--- config.mk ---
export PLATFORM = sky130hd
export DESIGN_NAME = base64_encoder
export DESIGN_NICKNAME = d
export VERILOG_FILES = /design/src/b64enc_pkg.sv /design/src/b64enc_queue.sv /design/src/b64enc_front.sv /design/src/b64enc_back.sv /design/src/base64_encoder.sv
export SDC_FILE = /design/constraint.sdc
export NUM_CORES = 1
export LEC_CHECK = 0
export BUFFER_PORTS_ARGS = -buffer_cell sky130_fd_sc_hd__buf_2
export CORE_MARGIN = 2
export CORE_UTILIZATION = 60
export CTS_CLUSTER_DIAMETER = 80
export DETAILED_ROUTE_END_ITERATION = 8
export GPL_TIMING_DRIVEN = 0
export PLACE_DENSITY = 0.76
export SETUP_SLACK_MARGIN = 0.02
export SYNTH_ARGS = -nofsm -noshare
export SYNTH_HDL_FRONTEND = slang
export SYNTH_SLANG_ARGS = --single-unit
--- constraint.sdc ---
create_clock -name clock -period 5 [get_ports clock]
set_clock_uncertainty 0.1 [all_clocks]
set_input_delay 0.25 -clock clock [delete_from_list [all_inputs] [get_ports clock]]
set_output_delay 0.25 -clock clock [all_outputs]
set_load 0.02 [all_outputs]
--- src/b64enc_pkg.sv ---
package b64enc_pkg;

   localparam int QUEUE_DEPTH = 2;

   localparam logic [7:0] PAD_CHAR = 8'h3D;
   localparam logic [5:0] SEXTET_MASK = 6'h3F;

   localparam logic [1:0] POS_EMPTY = 2'd0;
   localparam logic [1:0] POS_ONE = 2'd1;
   localparam logic [1:0] POS_TWO = 2'd2;

   localparam logic [1:0] CHAR_FIRST = 2'd0;
   localparam logic [1:0] CHAR_SECOND = 2'd1;
   localparam logic [1:0] CHAR_THIRD = 2'd2;
   localparam logic [1:0] CHAR_FOURTH = 2'd3;

   typedef struct packed {
      logic [7:0] data_byte;
      logic       final_byte;
   } req_type;

   typedef struct packed {
      logic [7:0] out_char;
      logic       last_char;
   } rsp_type;

   typedef struct packed {
      logic [23:0] word;
      logic [1:0]  byte_count;
      logic        final_group;
   } group_type;

   function automatic logic [7:0] sextet_char(input logic [5:0] value);
      logic [7:0] v8;
      logic [7:0] result;
      v8 = {2'b00, value & SEXTET_MASK};
      if (v8 < 8'd26) begin
         result = 8'h41 + v8;
      end else if (v8 < 8'd52) begin
         result = 8'h61 + (v8 - 8'd26);
      end else if (v8 < 8'd62) begin
         result = 8'h30 + (v8 - 8'd52);
      end else if (v8 == 8'd62) begin
         result = 8'h2B;
      end else begin
         result = 8'h2F;
      end
      return result;
   endfunction

endpackage

--- src/b64enc_queue.sv ---
module b64enc_queue #(
   parameter int Depth = b64enc_pkg::QUEUE_DEPTH
) (
   input  logic                  clock,
   input  logic                  reset,
   input  logic                  push,
   input  b64enc_pkg::group_type push_data,
   output logic                  full,
   input  logic                  pop,
   output logic                  not_empty,
   output b64enc_pkg::group_type head
);

   localparam int AW = (Depth > 1) ? $clog2(Depth) : 1;
   localparam int CW = $clog2(Depth + 1);

   b64enc_pkg::group_type entries_ff [Depth];
   logic [AW-1:0] wr_ptr_ff, wr_ptr_in;
   logic [AW-1:0] rd_ptr_ff, rd_ptr_in;
   logic [CW-1:0] count_ff, count_in;

   logic do_push;
   logic do_pop;

   assign full      = (count_ff == CW'(Depth));
   assign not_empty = (count_ff != '0);
   assign head      = entries_ff[rd_ptr_ff];
   assign do_push   = push && !full;
   assign do_pop    = pop && not_empty;

   always_comb begin
      wr_ptr_in = wr_ptr_ff;
      rd_ptr_in = rd_ptr_ff;
      count_in  = count_ff;
      if (do_push) begin
         wr_ptr_in = (wr_ptr_ff == AW'(Depth - 1)) ? '0 : wr_ptr_ff + 1'b1;
      end
      if (do_pop) begin
         rd_ptr_in = (rd_ptr_ff == AW'(Depth - 1)) ? '0 : rd_ptr_ff + 1'b1;
      end
      if (do_push && !do_pop) begin
         count_in = count_ff + 1'b1;
      end else if (do_pop && !do_push) begin
         count_in = count_ff - 1'b1;
      end
   end

   always_ff @(posedge clock) begin
      if (reset) begin
         wr_ptr_ff <= '0;
         rd_ptr_ff <= '0;
         count_ff  <= '0;
      end else begin
         wr_ptr_ff <= wr_ptr_in;
         rd_ptr_ff <= rd_ptr_in;
         count_ff  <= count_in;
      end
   end

   always_ff @(posedge clock) begin
      if (do_push) begin
         entries_ff[wr_ptr_ff] <= push_data;
      end
   end

endmodule

--- src/b64enc_front.sv ---
module b64enc_front (
   input  logic                  clock,
   input  logic                  reset,
   input  logic                  req_valid,
   output logic                  req_stall,
   input  b64enc_pkg::req_type   req_data,
   output logic                  push,
   output b64enc_pkg::group_type push_data,
   input  logic                  queue_full
);

   logic [15:0] held_ff, held_in;
   logic [1:0]  pos_ff, pos_in;
   logic [1:0]  pos;
   logic        accept;

   assign req_stall = queue_full;
   assign accept    = req_valid && !queue_full;
   assign pos       = (pos_ff == b64enc_pkg::POS_TWO) ? b64enc_pkg::POS_TWO :
                      (pos_ff == b64enc_pkg::POS_ONE) ? b64enc_pkg::POS_ONE :
                      b64enc_pkg::POS_EMPTY;

   always_comb begin
      held_in   = held_ff;
      pos_in    = pos_ff;
      push      = 1'b0;
      push_data = '0;
      if (accept) begin
         if (pos == b64enc_pkg::POS_TWO) begin
            push                  = 1'b1;
            push_data.word        = {held_ff, req_data.data_byte};
            push_data.byte_count  = 2'd3;
            push_data.final_group = req_data.final_byte;
            held_in               = '0;
            pos_in                = b64enc_pkg::POS_EMPTY;
         end else if (req_data.final_byte) begin
            push                  = 1'b1;
            push_data.final_group = 1'b1;
            if (pos == b64enc_pkg::POS_ONE) begin
               push_data.word       = {held_ff[15:8], req_data.data_byte, 8'h00};
               push_data.byte_count = 2'd2;
            end else begin
               push_data.word       = {req_data.data_byte, 16'h0000};
               push_data.byte_count = 2'd1;
            end
            held_in = '0;
            pos_in  = b64enc_pkg::POS_EMPTY;
         end else begin
            if (pos == b64enc_pkg::POS_ONE) begin
               held_in = {held_ff[15:8], req_data.data_byte};
               pos_in  = b64enc_pkg::POS_TWO;
            end else begin
               held_in = {req_data.data_byte, 8'h00};
               pos_in  = b64enc_pkg::POS_ONE;
            end
         end
      end
   end

   always_ff @(posedge clock) begin
      if (reset) begin
         held_ff <= '0;
         pos_ff  <= b64enc_pkg::POS_EMPTY;
      end else begin
         held_ff <= held_in;
         pos_ff  <= pos_in;
      end
   end

endmodule

--- src/b64enc_back.sv ---
module b64enc_back (
   input  logic                  clock,
   input  logic                  reset,
   input  logic                  queue_not_empty,
   input  b64enc_pkg::group_type queue_head,
   output logic                  pop,
   output logic                  rsp_valid,
   input  logic                  rsp_stall,
   output b64enc_pkg::rsp_type   rsp_data
);

   b64enc_pkg::group_type grp_ff, grp_in;
   logic                  busy_ff, busy_in;
   logic [1:0]            idx_ff, idx_in;
   logic                  rsp_valid_ff, rsp_valid_in;
   b64enc_pkg::rsp_type   rsp_ff, rsp_in;

   logic       load;
   logic       done;
   logic [7:0] next_char;

   assign load      = busy_ff && (!rsp_valid_ff || !rsp_stall);
   assign done      = load && (idx_ff == b64enc_pkg::CHAR_FOURTH);
   assign pop       = queue_not_empty && (!busy_ff || done);
   assign rsp_valid = rsp_valid_ff;
   assign rsp_data  = rsp_ff;

   always_comb begin
      case (idx_ff)
         b64enc_pkg::CHAR_FIRST:  next_char = b64enc_pkg::sextet_char(grp_ff.word[23:18]);
         b64enc_pkg::CHAR_SECOND: next_char = b64enc_pkg::sextet_char(grp_ff.word[17:12]);
         b64enc_pkg::CHAR_THIRD:
            next_char = (grp_ff.byte_count >= 2'd2) ?
                        b64enc_pkg::sextet_char(grp_ff.word[11:6]) : b64enc_pkg::PAD_CHAR;
         b64enc_pkg::CHAR_FOURTH:
            next_char = (grp_ff.byte_count >= 2'd3) ?
                        b64enc_pkg::sextet_char(grp_ff.word[5:0]) : b64enc_pkg::PAD_CHAR;
         default: next_char = b64enc_pkg::PAD_CHAR;
      endcase
   end

   always_comb begin
      grp_in       = grp_ff;
      busy_in      = busy_ff;
      idx_in       = idx_ff;
      rsp_valid_in = rsp_valid_ff;
      rsp_in       = rsp_ff;
      if (rsp_valid_ff && !rsp_stall) begin
         rsp_valid_in = 1'b0;
      end
      if (load) begin
         rsp_valid_in     = 1'b1;
         rsp_in.out_char  = next_char;
         rsp_in.last_char = (idx_ff == b64enc_pkg::CHAR_FOURTH) && grp_ff.final_group;
         idx_in           = idx_ff + 1'b1;
      end
      if (done) begin
         busy_in = 1'b0;
      end
      if (pop) begin
         grp_in  = queue_head;
         busy_in = 1'b1;
         idx_in  = b64enc_pkg::CHAR_FIRST;
      end
   end

   always_ff @(posedge clock) begin
      if (reset) begin
         busy_ff      <= 1'b0;
         idx_ff       <= b64enc_pkg::CHAR_FIRST;
         rsp_valid_ff <= 1'b0;
      end else begin
         busy_ff      <= busy_in;
         idx_ff       <= idx_in;
         rsp_valid_ff <= rsp_valid_in;
      end
   end

   always_ff @(posedge clock) begin
      grp_ff <= grp_in;
      rsp_ff <= rsp_in;
   end

endmodule

--- src/base64_encoder.sv ---
// Base64 encoder, standard alphabet with '=' padding.
// Input channel (req_*): one raw byte per transfer, final_byte marks the last
// byte of a message. Result channel (rsp_*): one ASCII character per transfer;
// last_char is set on the fourth character of the message's final group.
// Every third byte of a group, or a final byte, yields four characters; a
// partial final group ends in "=" or "==". A message of no bytes yields none.
// The byte that completes a group is written into the group queue; the group
// then moves into the serializer register and its first character into the
// output register. Throughput is set by the output serializer, one character
// per cycle while the receiver does not stall. Bytes that only fill a group
// are taken every cycle while the group queue has room.
// A stalled receiver holds the output register; the serializer and then the
// group queue fill, after which req_stall rises. The grouping front keeps
// taking bytes that do not complete a group until the queue is full.
// Reset (synchronous) empties the queue, drops any pending partial group and
// any undelivered character.
module base64_encoder #(
   parameter int QueueDepth = b64enc_pkg::QUEUE_DEPTH
) (
   input  logic                clock,
   input  logic                reset,
   input  logic                req_valid,
   output logic                req_stall,
   input  b64enc_pkg::req_type req_data,
   output logic                rsp_valid,
   input  logic                rsp_stall,
   output b64enc_pkg::rsp_type rsp_data
);

   logic                  push;
   b64enc_pkg::group_type push_data;
   logic                  queue_full;
   logic                  pop;
   logic                  queue_not_empty;
   b64enc_pkg::group_type queue_head;

   b64enc_front u_front (
      .clock      (clock),
      .reset      (reset),
      .req_valid  (req_valid),
      .req_stall  (req_stall),
      .req_data   (req_data),
      .push       (push),
      .push_data  (push_data),
      .queue_full (queue_full)
   );

   b64enc_queue #(
      .Depth (QueueDepth)
   ) u_queue (
      .clock     (clock),
      .reset     (reset),
      .push      (push),
      .push_data (push_data),
      .full      (queue_full),
      .pop       (pop),
      .not_empty (queue_not_empty),
      .head      (queue_head)
   );

   b64enc_back u_back (
      .clock           (clock),
      .reset           (reset),
      .queue_not_empty (queue_not_empty),
      .queue_head      (queue_head),
      .pop             (pop),
      .rsp_valid       (rsp_valid),
      .rsp_stall       (rsp_stall),
      .rsp_data        (rsp_data)
   );

endmodule

==> metrics <==
Max Transition Viols Final=0; Overflow after GRT=0; ratio of total power to cell area=568 nW/um2; drt total wl=14.2 mm; Synth top area share=0.398; DPL Wire Length=10.3 mm; Hold Slack=0.0206 ns; Switching Share=0.376; combinational share of power=0.406; gr usage total=0.253; xor/xnor cell area share of the yosys netlist=0.0690; CP dominant cell by count=ha_1; Initial DRC Count=308; EDFF count, synth=90; Via density=5.78; ys flop type=edfxtp_1; I/O pin count=24; GPL Wtd Cong=1.05; total negative slack=0 ns; CTS resizes=0; die height=110 um; Mapped Avg Cell Area=10.5 um2; Placement Rows=38; DRT antenna net count=0; VDD IR max=0.000299 V; f_max=318 MHz; routed wire length per instance=16.9 um; fin crit share=0.629; Synth Area in Adders=0.0867; clock share of power=0.259; worst path bufs/invs=2; headroom to the max-slew limit=0.379; P&R area growth vs syn=13.9%; synthesized cell area=6790 um2; main combinational cell family by area after synthesis=compound AO/OA/AOI/OAI gates; Seq/Total Area, Yosys=0.475; crit-path max FO=31; most frequent cell after synthesis=edfxtp_1; initial core utilization=0.621; placed inst area=7150 um2; Crit Path Class=reg2reg; share of cells above drive strength 1=0.160; Die Wd=110 um; CORE AREA=10900 um2; Num CTS Buffers=17; outcome=finished clean; Worst setup SP type=flip-flop; critical-path cell list=ha_1 > clkbuf_1 > nand2_1 > a21oi_4 > inv_1 > ha_1 > or3_1 > a21oi_1; Finished Core Util=0.707; sequential power share=0.335; vias in the first global route=4740; Internal Pwr Total=2.74 mW; Design Area, Final=7730 um2; first drt pass iteration count=5; largest net degree at the start of global routing=32; sw power=1.65 mW; multiplexer share of the synthesized area=0.0538; synth unique cells=59; fin crit period=3.15 ns; Critical Path AT=3.38 ns; area of the die=12200 um2; Largest stage delay, worst path=0.78 ns; Final #Nets=749; slew of the pin with the lowest slew margin=0.929 ns; first-pass GRT wire length=23.1 mm; kind of cell adding the most delay to the critical path=compound AO/OA/AOI/OAI gates; H-Tree Depth=4; critical path endpoint category=flip-flop; Synthesized Nets=704; Leakage=2.98 nW; number of diodes=0; Mapped Cells=644; final hold violation count=0; CTS sink count=116; port buffer count=23; Final setup viols=0; slowest library cell on the worst path=a21oi_4; clk root buf=clkbuf_16; warnings from Yosys=0; initial antenna violation count=0; clk buf depth=2; Worst-path clk slew=0.05 ns; latest clock arrival within the worst-skew pair=0.41 ns; drc violations=0; via count=4867; Compound-Gate Fraction of Synth Area=0.145; CP Data Required Time=5.23 ns; postcts setup bufs=0; main area contributors after synthesis=edfxtp_1 40%, ha_1 8.7%, dfxtp_1 7.7%; Worst Hold Class=in2reg; FFs w/ async S/R, synth=0; max cap viols=0; largest area contributor in the netlist=edfxtp_1; Synth Area in Simple Gates=0.131; RSZ-0062 raised after global routing=false; Yosys reg bits=116; TritonCTS clock tree=built; CTS Hold Bufs=1; most frequent cells after synthesis=90 x edfxtp_1, 69 x nand2_1, 47 x ha_1, 47 x nor2_1, 43 x a21oi_1
==> per-stage QoR <==
stage               std cells  power (mW)  worst slack, ns
floorplan                 644        2.81             1.45
global placement          807        3.18            0.666
detailed placement        809        3.24             1.83
CTS                       842        4.39             1.82
global route              842        4.66             1.61
finish                    842        4.39             1.85
==> logic make-up after synthesis <==
family	after synthesis
simple gates	186
mux	33
xor+xnor	50
flops	116
buf+inv	63
fa+ha+maj	47
compound gates	149
==> cells in the final DEF, fill, tap and decap left out, drive strengths merged, types with 6 or more instances in the layout <==
cell type,netlist,layout
a21oi,45,45
a22o,7,7
a22oi,9,9
a31oi,6,6
and2,8,8
and3,10,10
buf,10,35
clkbuf,23,42
clkinv,0,6
dfxtp,26,26
edfxtp,90,90
ha,47,47
inv,30,33
mux2,28,28
nand2,69,69
nand2b,6,6
nand3,6,6
nand4,9,9
nor2,47,47
o211ai,10,10
o21ai,33,33
o22a,7,7
xnor2,29,29
xor2,21,21
==> per-layer routing <==
metal	vias up	track usage	wire, um
li1	2430	-	-
met1	2282	0.327	6370
met2	129	0.419	6900
met3	26	0.0570	579
met4	0	0.0929	342
met5	-	0	0
==> tightest hold or removal path: cells and delay by family <==
family,cells,cell delay (ns)
AND/OR/NAND/NOR,1,0.05
AO/OA/AOI/OAI,1,0.06
buffers and inverters,1,0.13
==> cell type report <==
cell class,count,area [um2]
inverter,30,113
multi-input combinational,465,3320
sequential,116,3220
timing repair buffer,26,180
clock inverter,13,96.3
fill,805,3210
tap,140,175
buffer,33,151
clock buffer,19,475
==> path summary, 6_finish.rpt <==
path / startpoint / to / slack (ns) / cells after the start
worst max-delay path: u_back.idx_ff[0] / u_queue.count_ff[1] / 1.85 / 8
worst min-delay path: req_data[7] / u_front.held_ff[14] / 0.02 / 3
worst max register to register: u_back.idx_ff[0] / u_queue.count_ff[1] / 1.85 / 8
worst min register to register: u_front.held_ff[1] / u_front.held_ff[1] / 0.36 / 2
==> sequential cells by signal (all words and copies together), names as in the netlist, 2 cells and up <==
signal / cells
u_back.rsp_data: 9
u_front.held_ff: 16
u_front.pos_ff: 2
u_back.idx_ff: 2
u_queue.count_ff: 2
u_queue.entries_ff: 54
u_back.grp_ff: 27
==> power by group through the flow <==
stage / Clock (mW) / Combinational [mW] / Sequential, mW
3_5_place_dp: 0 / 1.76 / 1.49
6_report: 1.14 / 1.78 / 1.47
5_1_grt: 1.20 / 1.97 / 1.50
2_1_floorplan: 0 / 1.32 / 1.49
4_1_cts: 1.15 / 1.78 / 1.47
3_3_place_gp: 0 / 1.69 / 1.48
No activity file was read; power rests on OpenSTA's default activity.
